<file path="config.mk">
export PLATFORM = sky130hd
export DESIGN_NAME = rgb_to_hsv_core
export DESIGN_NICKNAME = d
export VERILOG_FILES = /design/src/rtl/hsv_pkg.sv /design/src/rtl/rgb_to_hsv_core.sv /design/src/rtl/hsv_front.sv /design/src/rtl/hsv_div.sv /design/src/rtl/hsv_out.sv
export SDC_FILE = /design/constraint.sdc
export NUM_CORES = 2
export LEC_CHECK = 0
export ABC_CLOCK_PERIOD_IN_PS = 22600
export BUFFER_PORTS_ARGS = -buffer_cell sky130_fd_sc_hd__buf_2
export CAP_MARGIN = 0
export CORE_MARGIN = 5
export CORE_UTILIZATION = 58
export CTS_CLUSTER_SIZE = 10
export DETAILED_ROUTE_END_ITERATION = 6
export GPL_ROUTABILITY_DRIVEN = 0
export PLACE_DENSITY_LB_ADDON = 0.12
export RECOVER_POWER = 25
export SETUP_SLACK_MARGIN = 0.1
export SLEW_MARGIN = 25
export SYNTH_ARGS = -nofsm -noshare
export SYNTH_HDL_FRONTEND = slang
export SYNTH_SLANG_ARGS = --single-unit
</file>
<file path="constraint.sdc">
create_clock -name clock -period 22.6 [get_ports clock]
set_input_delay 2.26 -clock clock [delete_from_list [all_inputs] [get_ports clock]]
set_output_delay 2.26 -clock clock [all_outputs]
set_load 0.02 [all_outputs]
</file>
<file path="src/rtl/hsv_pkg.sv">
package hsv_pkg;

   // field widths of one pixel and one result
   localparam int ChanW = 8;
   localparam int HueW  = 15;
   localparam int SatW  = 13;

   // both divisors are twice an 8-bit level
   localparam int DenW = ChanW + 1;

   // hue sector picked by the largest channel (red, then green, then blue)
   typedef enum logic [1:0] {
      SEC_RED,
      SEC_RED_WRAP,
      SEC_GREEN,
      SEC_BLUE
   } sector_type;

   // per-pixel data that rides along the divider stages
   typedef struct packed {
      logic             grey;
      logic             black;
      logic [ChanW-1:0] level;
   } side_type;

endpackage

</file>
<file path="src/rtl/rgb_to_hsv_core.sv">
// RGB to HSV converter for 8-bit pixels, one pixel per clock while req_stall is low,
// no state between pixels. Hue comes out in degrees times 2^HUE_FRAC_BITS and
// saturation times 2^SAT_FRAC_BITS, both rounded to nearest with halves up; value is
// the largest channel level. Grey pixels give hue 0 and black pixels saturation 0. An
// accepted request beat passes two front stages, one divider stage per quotient bit,
// and the output register on its way to its response beat. The throughput of one beat
// per clock while req_stall is low is set by the two pipelined dividers running side
// by side. req_stall comes from a register: the output register and one skid entry
// hold results while rsp_stall is high, and req_stall rises only once both are full.
module rgb_to_hsv_core import hsv_pkg::*; #(
   parameter int HUE_FRAC_BITS = 6,
   parameter int SAT_FRAC_BITS = 12
) (
   input  logic             clock,
   input  logic             reset,
   input  logic             req_valid,
   output logic             req_stall,
   input  logic [ChanW-1:0] req_red,
   input  logic [ChanW-1:0] req_green,
   input  logic [ChanW-1:0] req_blue,
   output logic             rsp_valid,
   input  logic             rsp_stall,
   output logic [HueW-1:0]  rsp_hue_scaled,
   output logic [SatW-1:0]  rsp_saturation_scaled,
   output logic [ChanW-1:0] rsp_value_level
);

   // quotient widths: hue up to 360 * 2^frac, saturation up to 2^frac
   localparam int HueQuoW = 9 + HUE_FRAC_BITS;
   localparam int SatQuoW = SAT_FRAC_BITS + 1;
   localparam int QuoW    = (HueQuoW > SatQuoW) ? HueQuoW : SatQuoW;
   localparam int RemW    = DenW + QuoW;

   logic             adv;
   logic             fr_valid;
   logic [RemW-1:0]  fr_hnum, fr_snum;
   logic [DenW-1:0]  fr_hden, fr_sden;
   side_type         fr_side;
   logic             dv_valid;
   logic [QuoW-1:0]  dv_hquo, dv_squo;
   side_type         dv_side;

   assign req_stall = ~adv;

   // max, min, sector and dividends
   hsv_front #(
      .HUE_FRAC_BITS (HUE_FRAC_BITS),
      .SAT_FRAC_BITS (SAT_FRAC_BITS),
      .REM_W         (RemW)
   ) u_front (
      .clock     (clock),
      .reset     (reset),
      .adv       (adv),
      .in_valid  (req_valid),
      .in_red    (req_red),
      .in_green  (req_green),
      .in_blue   (req_blue),
      .out_valid (fr_valid),
      .hue_num   (fr_hnum),
      .hue_den   (fr_hden),
      .sat_num   (fr_snum),
      .sat_den   (fr_sden),
      .out_side  (fr_side)
   );

   // pipelined hue and saturation dividers
   hsv_div #(
      .QUO_W (QuoW),
      .REM_W (RemW)
   ) u_div (
      .clock     (clock),
      .reset     (reset),
      .adv       (adv),
      .in_valid  (fr_valid),
      .hue_num   (fr_hnum),
      .hue_den   (fr_hden),
      .sat_num   (fr_snum),
      .sat_den   (fr_sden),
      .in_side   (fr_side),
      .out_valid (dv_valid),
      .hue_quo   (dv_hquo),
      .sat_quo   (dv_squo),
      .out_side  (dv_side)
   );

   // wrap, special cases and response buffering
   hsv_out #(
      .HUE_FRAC_BITS (HUE_FRAC_BITS),
      .SAT_FRAC_BITS (SAT_FRAC_BITS),
      .QUO_W         (QuoW)
   ) u_out (
      .clock                 (clock),
      .reset                 (reset),
      .in_valid              (dv_valid),
      .hue_quo               (dv_hquo),
      .sat_quo               (dv_squo),
      .in_side               (dv_side),
      .adv                   (adv),
      .rsp_valid             (rsp_valid),
      .rsp_stall             (rsp_stall),
      .rsp_hue_scaled        (rsp_hue_scaled),
      .rsp_saturation_scaled (rsp_saturation_scaled),
      .rsp_value_level       (rsp_value_level)
   );

endmodule

</file>
<file path="src/rtl/hsv_front.sv">
module hsv_front import hsv_pkg::*; #(
   parameter int HUE_FRAC_BITS = 6,
   parameter int SAT_FRAC_BITS = 12,
   parameter int REM_W         = 24
) (
   input  logic             clock,
   input  logic             reset,
   input  logic             adv,
   input  logic             in_valid,
   input  logic [ChanW-1:0] in_red,
   input  logic [ChanW-1:0] in_green,
   input  logic [ChanW-1:0] in_blue,
   output logic             out_valid,
   output logic [REM_W-1:0] hue_num,
   output logic [DenW-1:0]  hue_den,
   output logic [REM_W-1:0] sat_num,
   output logic [DenW-1:0]  sat_den,
   output side_type         out_side
);

   // stage 1: max, min, sector and channel difference
   logic             s1_valid_ff;
   logic [ChanW-1:0] s1_hi_ff, s1_hi_in;
   logic [ChanW-1:0] s1_delta_ff, s1_delta_in;
   sector_type       s1_sec_ff, s1_sec_in;
   logic signed [ChanW:0] s1_diff_ff, s1_diff_in;
   logic [ChanW-1:0] lo;

   always_comb begin
      s1_hi_in = in_red;
      lo       = in_red;
      if (in_green > s1_hi_in) s1_hi_in = in_green;
      if (in_blue > s1_hi_in) s1_hi_in = in_blue;
      if (in_green < lo) lo = in_green;
      if (in_blue < lo) lo = in_blue;
      s1_delta_in = s1_hi_in - lo;
      if (s1_hi_in == in_red) begin
         s1_sec_in  = (in_green < in_blue) ? SEC_RED_WRAP : SEC_RED;
         s1_diff_in = signed'({1'b0, in_green}) - signed'({1'b0, in_blue});
      end else if (s1_hi_in == in_green) begin
         s1_sec_in  = SEC_GREEN;
         s1_diff_in = signed'({1'b0, in_blue}) - signed'({1'b0, in_red});
      end else begin
         s1_sec_in  = SEC_BLUE;
         s1_diff_in = signed'({1'b0, in_red}) - signed'({1'b0, in_green});
      end
   end

   always_ff @(posedge clock) begin
      if (reset) begin
         s1_valid_ff <= 1'b0;
      end else if (adv) begin
         s1_valid_ff <= in_valid;
      end
   end

   always_ff @(posedge clock) begin
      if (adv) begin
         s1_hi_ff    <= s1_hi_in;
         s1_delta_ff <= s1_delta_in;
         s1_sec_ff   <= s1_sec_in;
         s1_diff_ff  <= s1_diff_in;
      end
   end

   // stage 2: 60 * diff + offset * delta, then both dividends and divisors
   logic [16:0]        off_term;
   logic signed [17:0] diff_ext;
   logic signed [17:0] term60;
   logic signed [17:0] hue_base;

   always_comb begin
      unique case (s1_sec_ff)
         SEC_RED:      off_term = '0;
         SEC_RED_WRAP: off_term = 17'(s1_delta_ff) * 17'd360;
         SEC_GREEN:    off_term = 17'(s1_delta_ff) * 17'd120;
         SEC_BLUE:     off_term = 17'(s1_delta_ff) * 17'd240;
         default:      off_term = '0;
      endcase
      diff_ext = 18'(s1_diff_ff);
      term60   = diff_ext * 18'sd60;
      hue_base = term60 + signed'({1'b0, off_term});
   end

   logic             s2_valid_ff;
   logic [REM_W-1:0] s2_hnum_ff, s2_hnum_in;
   logic [DenW-1:0]  s2_hden_ff, s2_hden_in;
   logic [REM_W-1:0] s2_snum_ff, s2_snum_in;
   logic [DenW-1:0]  s2_sden_ff, s2_sden_in;
   side_type         s2_side_ff, s2_side_in;

   // rounding half up folded in: (2 * num + den) / (2 * den)
   always_comb begin
      s2_hnum_in       = (REM_W'(hue_base[16:0]) << (HUE_FRAC_BITS + 1))
                         + REM_W'(s1_delta_ff);
      s2_hden_in       = {s1_delta_ff, 1'b0};
      s2_snum_in       = (REM_W'(s1_delta_ff) << (SAT_FRAC_BITS + 1)) + REM_W'(s1_hi_ff);
      s2_sden_in       = {s1_hi_ff, 1'b0};
      s2_side_in.grey  = (s1_delta_ff == '0);
      s2_side_in.black = (s1_hi_ff == '0);
      s2_side_in.level = s1_hi_ff;
   end

   always_ff @(posedge clock) begin
      if (reset) begin
         s2_valid_ff <= 1'b0;
      end else if (adv) begin
         s2_valid_ff <= s1_valid_ff;
      end
   end

   always_ff @(posedge clock) begin
      if (adv) begin
         s2_hnum_ff <= s2_hnum_in;
         s2_hden_ff <= s2_hden_in;
         s2_snum_ff <= s2_snum_in;
         s2_sden_ff <= s2_sden_in;
         s2_side_ff <= s2_side_in;
      end
   end

   assign out_valid = s2_valid_ff;
   assign hue_num   = s2_hnum_ff;
   assign hue_den   = s2_hden_ff;
   assign sat_num   = s2_snum_ff;
   assign sat_den   = s2_sden_ff;
   assign out_side  = s2_side_ff;

endmodule

</file>
<file path="src/rtl/hsv_div.sv">
module hsv_div import hsv_pkg::*; #(
   parameter int QUO_W = 15,
   parameter int REM_W = 24
) (
   input  logic             clock,
   input  logic             reset,
   input  logic             adv,
   input  logic             in_valid,
   input  logic [REM_W-1:0] hue_num,
   input  logic [DenW-1:0]  hue_den,
   input  logic [REM_W-1:0] sat_num,
   input  logic [DenW-1:0]  sat_den,
   input  side_type         in_side,
   output logic             out_valid,
   output logic [QUO_W-1:0] hue_quo,
   output logic [QUO_W-1:0] sat_quo,
   output side_type         out_side
);

   // one quotient bit per stage for both divisions, msb first
   logic             vld_ff  [QUO_W];
   logic [REM_W-1:0] hrem_ff [QUO_W];
   logic [QUO_W-1:0] hquo_ff [QUO_W];
   logic [DenW-1:0]  hden_ff [QUO_W];
   logic [REM_W-1:0] srem_ff [QUO_W];
   logic [QUO_W-1:0] squo_ff [QUO_W];
   logic [DenW-1:0]  sden_ff [QUO_W];
   side_type         side_ff [QUO_W];

   for (genvar k = 0; k < QUO_W; k++) begin : g_step
      localparam int Sh = QUO_W - 1 - k;

      logic             vld_prev;
      logic [REM_W-1:0] hrem_prev, srem_prev;
      logic [QUO_W-1:0] hquo_prev, squo_prev;
      logic [DenW-1:0]  hden_prev, sden_prev;
      side_type         side_prev;
      logic [REM_W-1:0] hcand, scand;
      logic             hge, sge;
      logic [REM_W-1:0] hrem_in, srem_in;
      logic [QUO_W-1:0] hquo_in, squo_in;

      // previous stage or the dividends themselves
      if (k == 0) begin : g_first
         assign vld_prev  = in_valid;
         assign hrem_prev = hue_num;
         assign hquo_prev = '0;
         assign hden_prev = hue_den;
         assign srem_prev = sat_num;
         assign squo_prev = '0;
         assign sden_prev = sat_den;
         assign side_prev = in_side;
      end else begin : g_next
         assign vld_prev  = vld_ff[k-1];
         assign hrem_prev = hrem_ff[k-1];
         assign hquo_prev = hquo_ff[k-1];
         assign hden_prev = hden_ff[k-1];
         assign srem_prev = srem_ff[k-1];
         assign squo_prev = squo_ff[k-1];
         assign sden_prev = sden_ff[k-1];
         assign side_prev = side_ff[k-1];
      end

      // restoring step against the shifted divisor
      always_comb begin
         hcand       = REM_W'(hden_prev) << Sh;
         scand       = REM_W'(sden_prev) << Sh;
         hge         = (hrem_prev >= hcand);
         sge         = (srem_prev >= scand);
         hrem_in     = hge ? (hrem_prev - hcand) : hrem_prev;
         srem_in     = sge ? (srem_prev - scand) : srem_prev;
         hquo_in     = hquo_prev;
         hquo_in[Sh] = hge;
         squo_in     = squo_prev;
         squo_in[Sh] = sge;
      end

      always_ff @(posedge clock) begin
         if (reset) begin
            vld_ff[k] <= 1'b0;
         end else if (adv) begin
            vld_ff[k] <= vld_prev;
         end
      end

      always_ff @(posedge clock) begin
         if (adv) begin
            hrem_ff[k] <= hrem_in;
            hquo_ff[k] <= hquo_in;
            hden_ff[k] <= hden_prev;
            srem_ff[k] <= srem_in;
            squo_ff[k] <= squo_in;
            sden_ff[k] <= sden_prev;
            side_ff[k] <= side_prev;
         end
      end
   end

   assign out_valid = vld_ff[QUO_W-1];
   assign hue_quo   = hquo_ff[QUO_W-1];
   assign sat_quo   = squo_ff[QUO_W-1];
   assign out_side  = side_ff[QUO_W-1];

endmodule

</file>
<file path="src/rtl/hsv_out.sv">
module hsv_out import hsv_pkg::*; #(
   parameter int HUE_FRAC_BITS = 6,
   parameter int SAT_FRAC_BITS = 12,
   parameter int QUO_W         = 15
) (
   input  logic             clock,
   input  logic             reset,
   input  logic             in_valid,
   input  logic [QUO_W-1:0] hue_quo,
   input  logic [QUO_W-1:0] sat_quo,
   input  side_type         in_side,
   output logic             adv,
   output logic             rsp_valid,
   input  logic             rsp_stall,
   output logic [HueW-1:0]  rsp_hue_scaled,
   output logic [SatW-1:0]  rsp_saturation_scaled,
   output logic [ChanW-1:0] rsp_value_level
);

   localparam int FullTurnInt = 360 << HUE_FRAC_BITS;
   localparam int SatOneInt   = 1 << SAT_FRAC_BITS;
   localparam logic [QUO_W-1:0] FullTurn = QUO_W'(FullTurnInt);
   localparam logic [QUO_W-1:0] SatOne   = QUO_W'(SatOneInt);

   // wrap a full turn, force grey and black pixels, cut to field widths
   logic [QUO_W-1:0]      hue_val, sat_val;
   logic [HueW+QUO_W-1:0] hue_ext;
   logic [SatW+QUO_W-1:0] sat_ext;
   logic [HueW-1:0]       new_hue;
   logic [SatW-1:0]       new_sat;

   always_comb begin
      if (in_side.grey) begin
         hue_val = '0;
      end else if (hue_quo >= FullTurn) begin
         hue_val = hue_quo - FullTurn;
      end else begin
         hue_val = hue_quo;
      end
      sat_val = in_side.black ? '0 : sat_quo;
      hue_ext = {{HueW{1'b0}}, hue_val};
      sat_ext = {{SatW{1'b0}}, sat_val};
      new_hue = hue_ext[HueW-1:0];
      new_sat = sat_ext[SatW-1:0];
   end

   // output register plus skid entry; the pipeline moves while skid is empty
   logic             rsp_valid_ff, rsp_valid_in;
   logic             skid_valid_ff, skid_valid_in;
   logic [HueW-1:0]  rsp_hue_ff, skid_hue_ff;
   logic [SatW-1:0]  rsp_sat_ff, skid_sat_ff;
   logic [ChanW-1:0] rsp_lvl_ff, skid_lvl_ff;
   logic             out_take, incoming, load_out, load_skid, from_skid;

   assign adv      = ~skid_valid_ff;
   assign out_take = rsp_valid_ff & ~rsp_stall;
   assign incoming = adv & in_valid;

   always_comb begin
      rsp_valid_in  = rsp_valid_ff;
      skid_valid_in = skid_valid_ff;
      load_out      = 1'b0;
      load_skid     = 1'b0;
      from_skid     = 1'b0;
      if (skid_valid_ff) begin
         if (out_take) begin
            load_out      = 1'b1;
            from_skid     = 1'b1;
            skid_valid_in = 1'b0;
         end
      end else if (incoming) begin
         if (!rsp_valid_ff || out_take) begin
            load_out     = 1'b1;
            rsp_valid_in = 1'b1;
         end else begin
            load_skid     = 1'b1;
            skid_valid_in = 1'b1;
         end
      end else if (out_take) begin
         rsp_valid_in = 1'b0;
      end
   end

   always_ff @(posedge clock) begin
      if (reset) begin
         rsp_valid_ff  <= 1'b0;
         skid_valid_ff <= 1'b0;
      end else begin
         rsp_valid_ff  <= rsp_valid_in;
         skid_valid_ff <= skid_valid_in;
      end
   end

   always_ff @(posedge clock) begin
      if (load_out) begin
         rsp_hue_ff <= from_skid ? skid_hue_ff : new_hue;
         rsp_sat_ff <= from_skid ? skid_sat_ff : new_sat;
         rsp_lvl_ff <= from_skid ? skid_lvl_ff : in_side.level;
      end
      if (load_skid) begin
         skid_hue_ff <= new_hue;
         skid_sat_ff <= new_sat;
         skid_lvl_ff <= in_side.level;
      end
   end

   assign rsp_valid             = rsp_valid_ff;
   assign rsp_hue_scaled        = rsp_hue_ff;
   assign rsp_saturation_scaled = rsp_sat_ff;
   assign rsp_value_level       = rsp_lvl_ff;

   // skid entry only fills behind a held output beat
   a_skid_behind_out: assert property (@(posedge clock) disable iff (reset)
      skid_valid_ff |-> rsp_valid_ff)
      else $error("skid entry valid with empty output register");

   // a taken output frees the skid entry
   a_skid_drains: assert property (@(posedge clock) disable iff (reset)
      (skid_valid_ff && !rsp_stall) |=> !skid_valid_ff)
      else $error("skid entry not drained after output beat");

   // a beat arriving at an empty output shows up next cycle
   a_no_drop: assert property (@(posedge clock) disable iff (reset)
      (in_valid && adv && !rsp_valid_ff) |=> rsp_valid_ff)
      else $error("finished beat lost at output");

   // hue stays below a full turn and saturation at most one
   a_hue_range: assert property (@(posedge clock) disable iff (reset)
      in_valid |-> (hue_val < FullTurn) && (sat_val <= SatOne))
      else $error("hue or saturation out of range");

endmodule

</file>
# Word level (Yosys, flattened, before mapping)
# Memories as Yosys holds them, arrays and structs flattened.
# Cells that the tools add are included.
totals:
  regBits: 169
  inputBits: 28
  ramBits: 1605
  word_cells: 217
  mem_count: 8
memory_table:
  columns: ["memory", "words", "word_bits", "read_ports", "rd_clocked_by_memory_dff", "write_ports", "line", "source"]
  rows:
  - ["u_div.hrem_ff", 15, 24, 14, 0, 15, "hsv_div.sv:22", "logic [REM_W-1:0] hrem_ff [QUO_W];"]
  - ["u_div.srem_ff", 15, 24, 14, 0, 15, "hsv_div.sv:25", "logic [REM_W-1:0] srem_ff [QUO_W];"]
  - ["u_div.hquo_ff", 15, 15, 15, 0, 15, "hsv_div.sv:23", "logic [QUO_W-1:0] hquo_ff [QUO_W];"]
  - ["u_div.squo_ff", 15, 15, 15, 0, 15, "hsv_div.sv:26", "logic [QUO_W-1:0] squo_ff [QUO_W];"]
  - ["u_div.side_ff", 15, 10, 15, 0, 15, "hsv_div.sv:28", "side_type side_ff [QUO_W];"]
  - ["u_div.hden_ff", 15, 9, 14, 0, 15, "hsv_div.sv:24", "logic [DenW-1:0] hden_ff [QUO_W];"]
  - ["2 more memories", null, null, null, null, null, null, null]
op_classes:
  mux: 79
  reduce_logical: 7
  addsub: 38
  magnitude_cmp: 36
  n_mul: 4
  eq_ne: 6
  n_bitwise: 19
op_table:
  columns: ["cell", "count"]
  rows:
  - ["24-bit 2-to-1 mux", 30]
  - ["17-bit one-hot mux with 4 select lines", 1]
  - ["24-bit by 10-bit greater-or-equal comparator with 1-bit output", 2]
  - ["24-bit by 11-bit greater-or-equal comparator with 1-bit output", 2]
  - ["24-bit by 12-bit greater-or-equal comparator with 1-bit output", 2]
  - ["24-bit by 13-bit greater-or-equal comparator with 1-bit output", 2]
  - ["24-bit by 14-bit greater-or-equal comparator with 1-bit output", 2]
  - ["24-bit by 15-bit greater-or-equal comparator with 1-bit output", 2]
  - ["24-bit by 16-bit greater-or-equal comparator with 1-bit output", 2]
  - ["24-bit by 17-bit greater-or-equal comparator with 1-bit output", 2]
  - ["24-bit by 18-bit greater-or-equal comparator with 1-bit output", 2]
  - ["24-bit by 19-bit greater-or-equal comparator with 1-bit output", 2]
  - ["24-bit by 20-bit greater-or-equal comparator with 1-bit output", 2]
  - ["24-bit by 21-bit greater-or-equal comparator with 1-bit output", 2]
  - ["24-bit by 22-bit greater-or-equal comparator with 1-bit output", 2]
  - ["24-bit by 23-bit greater-or-equal comparator with 1-bit output", 2]
  - ["24-bit by 9-bit greater-or-equal comparator with 1-bit output", 2]
  - ["24-bit by 10-bit subtractor with 24-bit output", 2]
  - ["24-bit by 11-bit subtractor with 24-bit output", 2]
  - ["24-bit by 12-bit subtractor with 24-bit output", 2]
  - ["24-bit by 13-bit subtractor with 24-bit output", 2]
  - ["24-bit by 14-bit subtractor with 24-bit output", 2]
  - ["24-bit by 15-bit subtractor with 24-bit output", 2]
  - ["24-bit by 16-bit subtractor with 24-bit output", 2]
  - ["other kinds (39)", 114]

# Longest topological paths before layout
depth:
  depth_word: 7
  depth_mapped: 22
  mapped_depth_nobuf: 21

# By module
# A second synthesis with hierarchy kept.
hier_totals:
  hier_cells: 5435
  hier_area_um2: 71756.3
by_module_without_submodules:
  columns: ["mod", "instances", "area_per_inst_um2", "cells_per_inst"]
  rows:
  - ["hsv_div", 1, 60266.6, 4344]
  - ["hsv_front", 1, 8385.5, 901]
  - ["hsv_out", 1, 3100.5, 189]
  - ["rgb_to_hsv_core", 1, 3.8, 1]

# Worst setup path before layout
# No wires, ideal clock.
synth_path:
  path_kind: "register to register"
  startpoint: "reg u_out.skid_valid_ff"
  endpoint: "reg u_out.rsp_hue_ff[0], in the netlist u_out.rsp_hue_scaled[0], enable pin"
  path_stages_with_launch: 5
  path_buffers: 1
  required_ns: 22.116
  path_slack_ns: -2.359
  setup_time_ns: 0.484
  t_arrival_ns: 24.475
  path_cell_list: "dfxtp_1 > clkbuf_1 > inv_1 > nand2_1 > a21boi_0"
synth_via:
  elab_chain_len: 4
synth_lines:
  columns: ["item", "line", "source"]
  rows:
  - ["from (decl)", "hsv_out.sv:49", "logic skid_valid_ff, skid_valid_in;"]
  - ["from (signal assigned)", "hsv_out.sv:90", "skid_valid_ff <= skid_valid_in;"]
  - ["1-bit inverter", "hsv_out.sv:55", "assign adv = ~skid_valid_ff;"]
  - ["1-bit AND", "hsv_out.sv:57", "assign incoming = adv & in_valid;"]
  - ["1-bit 2-to-1 mux", "hsv_out.sv:71", "end else if (incoming) begin"]
  - ["1-bit 2-to-1 mux *", "hsv_out.sv:65", "if (skid_valid_ff) begin"]
  - ["net u_out.load_out", "hsv_out.sv:53", "logic out_take, incoming, load_out, load_skid, from_skid;"]
  - ["to (signal assigned)", "hsv_out.sv:96", "rsp_hue_ff <= from_skid ? skid_hue_ff : new_hue;"]
  - ["to (decl)", "hsv_out.sv:50", "logic [HueW-1:0] rsp_hue_ff, skid_hue_ff;"]
# The timed path passes the listed nets; every way through them passes the cells marked *.
# A chain may end at the register's enable or synchronous reset.

# Final worst setup path
layout_path:
  startpoint: "in req_green[6]"
  endpoint: "reg u_front.s1_diff_ff[8] (data pin)"
layout_via:
  elab_chain_len: 7
  elab_cells_between_ends: 10
  cone_classes: "add/sub (2); order compare (2); eq/ne (2); mux (4)"
layout_lines:
  columns: ["item", "line", "source"]
  rows:
  - ["from (decl)", "rgb_to_hsv_core.sv:19", "input logic [ChanW-1:0] req_green,"]
  - ["8-bit greater-than comparator", "hsv_front.sv:32", "if (in_green > s1_hi_in) s1_hi_in = in_green;"]
  - ["8-bit 2-to-1 mux", "hsv_front.sv:32", null]
  - ["8-bit greater-than comparator", "hsv_front.sv:33", "if (in_blue > s1_hi_in) s1_hi_in = in_blue;"]
  - ["8-bit 2-to-1 mux", "hsv_front.sv:33", null]
  - ["8-bit equality test", "hsv_front.sv:40", "end else if (s1_hi_in == in_green) begin"]
  - ["9-bit 2-to-1 mux", "hsv_front.sv:40", null]
  - ["9-bit 2-to-1 mux *", "hsv_front.sv:37", "if (s1_hi_in == in_red) begin"]
  - ["net u_front.s1_diff_in[8]", "hsv_front.sv:26", "logic signed [ChanW:0] s1_diff_ff, s1_diff_in;"]
  - ["to (signal assigned)", "hsv_front.sv:62", "s1_diff_ff <= s1_diff_in;"]
  - ["to (decl)", "hsv_front.sv:26", null]
# Marks and branches as above.

==> impl_metrics.env <==
export IMPL_required_ps=23000
export IMPL_period_minus_slack_ps=7240
export IMPL_synth_top_area_share_pct=57.8
export IMPL_cts_resized=0
export IMPL_relSlewSlack_pct=-19.3
export IMPL_grt_max_degree=205
export IMPL_routed_via_count=32900
export IMPL_fmax_mhz=138
export IMPL_synth_area_leaders="edfxtp_1, ha_1, xnor2_1, inv_1, fa_1"
export IMPL_root_buffer="clkbuf_16"
export IMPL_seq_area_um2=32400
export IMPL_routed_wl_um=96400
export IMPL_worst_setup_path_start_kind="primary input"
export IMPL_rows=113
export IMPL_cap_violations=1
export IMPL_layout_commonest_cell="edfxtp_1"
export IMPL_dieArea_um2=103000
export IMPL_grt_pass1_vias=33000
export IMPL_post_cts_repair_setup_buffers=0
export IMPL_crit_chain="buf_2 > inv_1 > ha_1 > nand3_2 > o221ai_1 > nor2_1 > buf_4 > mux2i_1 > ha_1 > and4_1 > nand2_1 > a2111oi_1 > nor2_2 > o31ai_4 > nand3_1 > and2_1 > xnor2_1 > nor4_1 > nand2_1 > mux2_2"
export IMPL_grt_first_pass_wirelength_um=161000
export IMPL_num_io_pins=66
export IMPL_finalCritPeriodShare_pct=32.0
export IMPL_syn_avg_cell_area_um2=12.3
export IMPL_cts_max_path_buffers=3
export IMPL_coreArea_um2=95300
export IMPL_slowest_delay_ps=520
export IMPL_final_antenna_net_count=0
export IMPL_final_cell_mix="edfxtp_1, inv_1, ha_1"
export IMPL_first_iter_violations=2012
export IMPL_ys_seq_area_share_pct=58.0
export IMPL_ys_ff_latch=1079
export IMPL_synthCells=4524
export IMPL_hold_violations=0
export IMPL_status="finished with violations"
export IMPL_syn_nets=4976
export IMPL_track_usage_pct=18.8
export IMPL_cts_hold_fix_buffers=0
export IMPL_ys_async_sr_fraction_pct=0
export IMPL_path_clk_slew_ps=50
export IMPL_drt_first_pass_iters=7
export IMPL_violations="max-capacitance violations, max-slew violations"
export IMPL_yosys_warnings=0
export IMPL_crit_arrival_ps=7640
export IMPL_fillers=7287
export IMPL_place_hpwl_um=69700
export IMPL_crit_family="simple AND/OR/NAND/NOR gates"
export IMPL_rsz0062_at_grt="false"
export IMPL_wire_per_inst_um=16.1
export IMPL_grt_antenna_before_repair=0
export IMPL_syn_area_um2=55800
export IMPL_setup_violations=0
export IMPL_chipWidth_um=320
export IMPL_worst_slew_pin_transition_ps=1790
export IMPL_grt_overflow=0
export IMPL_synth_main_ff_cell="edfxtp_1"
export IMPL_drv_slew=35
export IMPL_crit_type="primary input to register"
export IMPL_clk_latency_ps=690
export IMPL_num_antenna_cells=0
export IMPL_portBuffers=65
export IMPL_cts_tree="yes"
export IMPL_multiInputGateArea_um2=21400
export IMPL_synth_edf_count=1075
export IMPL_synth_area_leader_cell="edfxtp_1"
export IMPL_start_util_pct=58.6
export IMPL_fin_worst_skew_ps=53.3
export IMPL_area_growth_pct=9.42
export IMPL_die_h_um=320
export IMPL_cts_num_sinks=1079
export IMPL_yosysUniqueCellTypes=91
export IMPL_hold_class="register to register"
export IMPL_slowest_stage="o221ai_1"
export IMPL_critPathMaxFanout=12
export IMPL_cts_max_level=3
export IMPL_drc=0
export IMPL_timing_setup_tns_ps=0
export IMPL_nNetsFinal=5116
export IMPL_endpoint_kind="register"
export IMPL_drive_above_1_share_pct=6.50
export IMPL_path_buf_inv=3
export IMPL_vias_per_cell=5.49
export IMPL_cts_inserted_buffers=121
==> worst paths after layout <==
check,start,to,slack [ps],depth (start not counted)
setup / recovery,req_green[6],u_front.s1_diff_ff[8],15360,20
hold / removal,u_div.side_ff[0][79],u_div.side_ff[1][9],400,0
setup reg to reg,u_out.skid_valid_ff,u_front.s1_diff_ff[6],17370,5
hold reg to reg,u_div.side_ff[0][79],u_div.side_ff[1][9],400,0
==> per-stage QoR <==
step	utilization [%]	instance area [um^2]	setup slack, ps	cells	hold WS, ps
6_report	64.1	61100	15360	5986	398
5_1_grt	64.1	61100	15180	5986	404
4_1_cts	64.0	61000	15570	5984	398
2_1_floorplan	-	55800	5830	4524	400
3_3_place_gp	60.5	57600	15030	5804	400
3_5_place_dp	60.5	57600	14950	5804	405
==> Yosys cell counts (51+ instances only) <==
cell type / n
nor2_1: 304
nor4_1: 77
ha_1: 356
a21o_1: 130
nand4_1: 52
xor2_1: 155
a21oi_1: 242
nor3_1: 82
inv_1: 485
mux2i_1: 51
nand2_1: 260
fa_1: 68
xnor2_1: 238
clkbuf_1: 53
o21ai_0: 223
nand2b_1: 77
edfxtp_1: 1075
nor2b_1: 95
==> sequential cells by signal, summed over array words and instances (netlist names), 2 cells and up <==
name	flops
u_front.out_side	9
u_out.rsp_hue_scaled	15
u_front.s1_delta_ff	8
u_div.vld_ff	15
u_div.hden_ff	74
u_div.srem_ff	247
u_div.hrem_ff	273
u_out.skid_hue_ff	15
u_out.rsp_saturation_scaled	13
u_out.rsp_value_level	8
u_front.s1_diff_ff	9
u_front.hue_num	16
u_div.side_ff	123
u_front.hue_den	7
u_div.hquo_ff	120
u_div.squo_ff	91
u_front.s1_sec_ff	2
u_front.s1_hi_ff	8
u_out.skid_lvl_ff	8
u_out.skid_sat_ff	13
==> final cells by class <==
class / instances / share of cell area, %
timing repair buffer: 85 / 0.838
multi-input combinational: 2890 / 35.1
clock inverter: 13 / 0.283
inverter: 487 / 2.99
tap: 1265 / 2.59
clock buffer: 167 / 5.26
sequential: 1079 / 53.0
==> logic make-up (layout without fill, tap and decap cells) <==
group / count (synthesis) / count (layout) / synth area share (%)
and+or+nand+nor: 1168 / 1168 / 10.7
DFF: 1079 / 1079 / 58.0
AOI/OAI and AO/OA: 805 / 805 / 9.02
buffers and inverters: 555 / 752 / 3.78
adders and majority gates: 424 / 424 / 10.4
xor gates and xnor gates: 394 / 394 / 6.21
muxes: 99 / 99 / 1.89
==> per-layer routing <==
metal / global-route usage [%] / routed length (um)
met1: 24.3 / 42400
met2: 33.2 / 47800
met3: 2.76 / 3490
met4: 5.74 / 2710
met5: 0 / 0
Power is not shown: default switching activity piles up to over one toggle a cycle in this logic, so the estimate is an artifact.
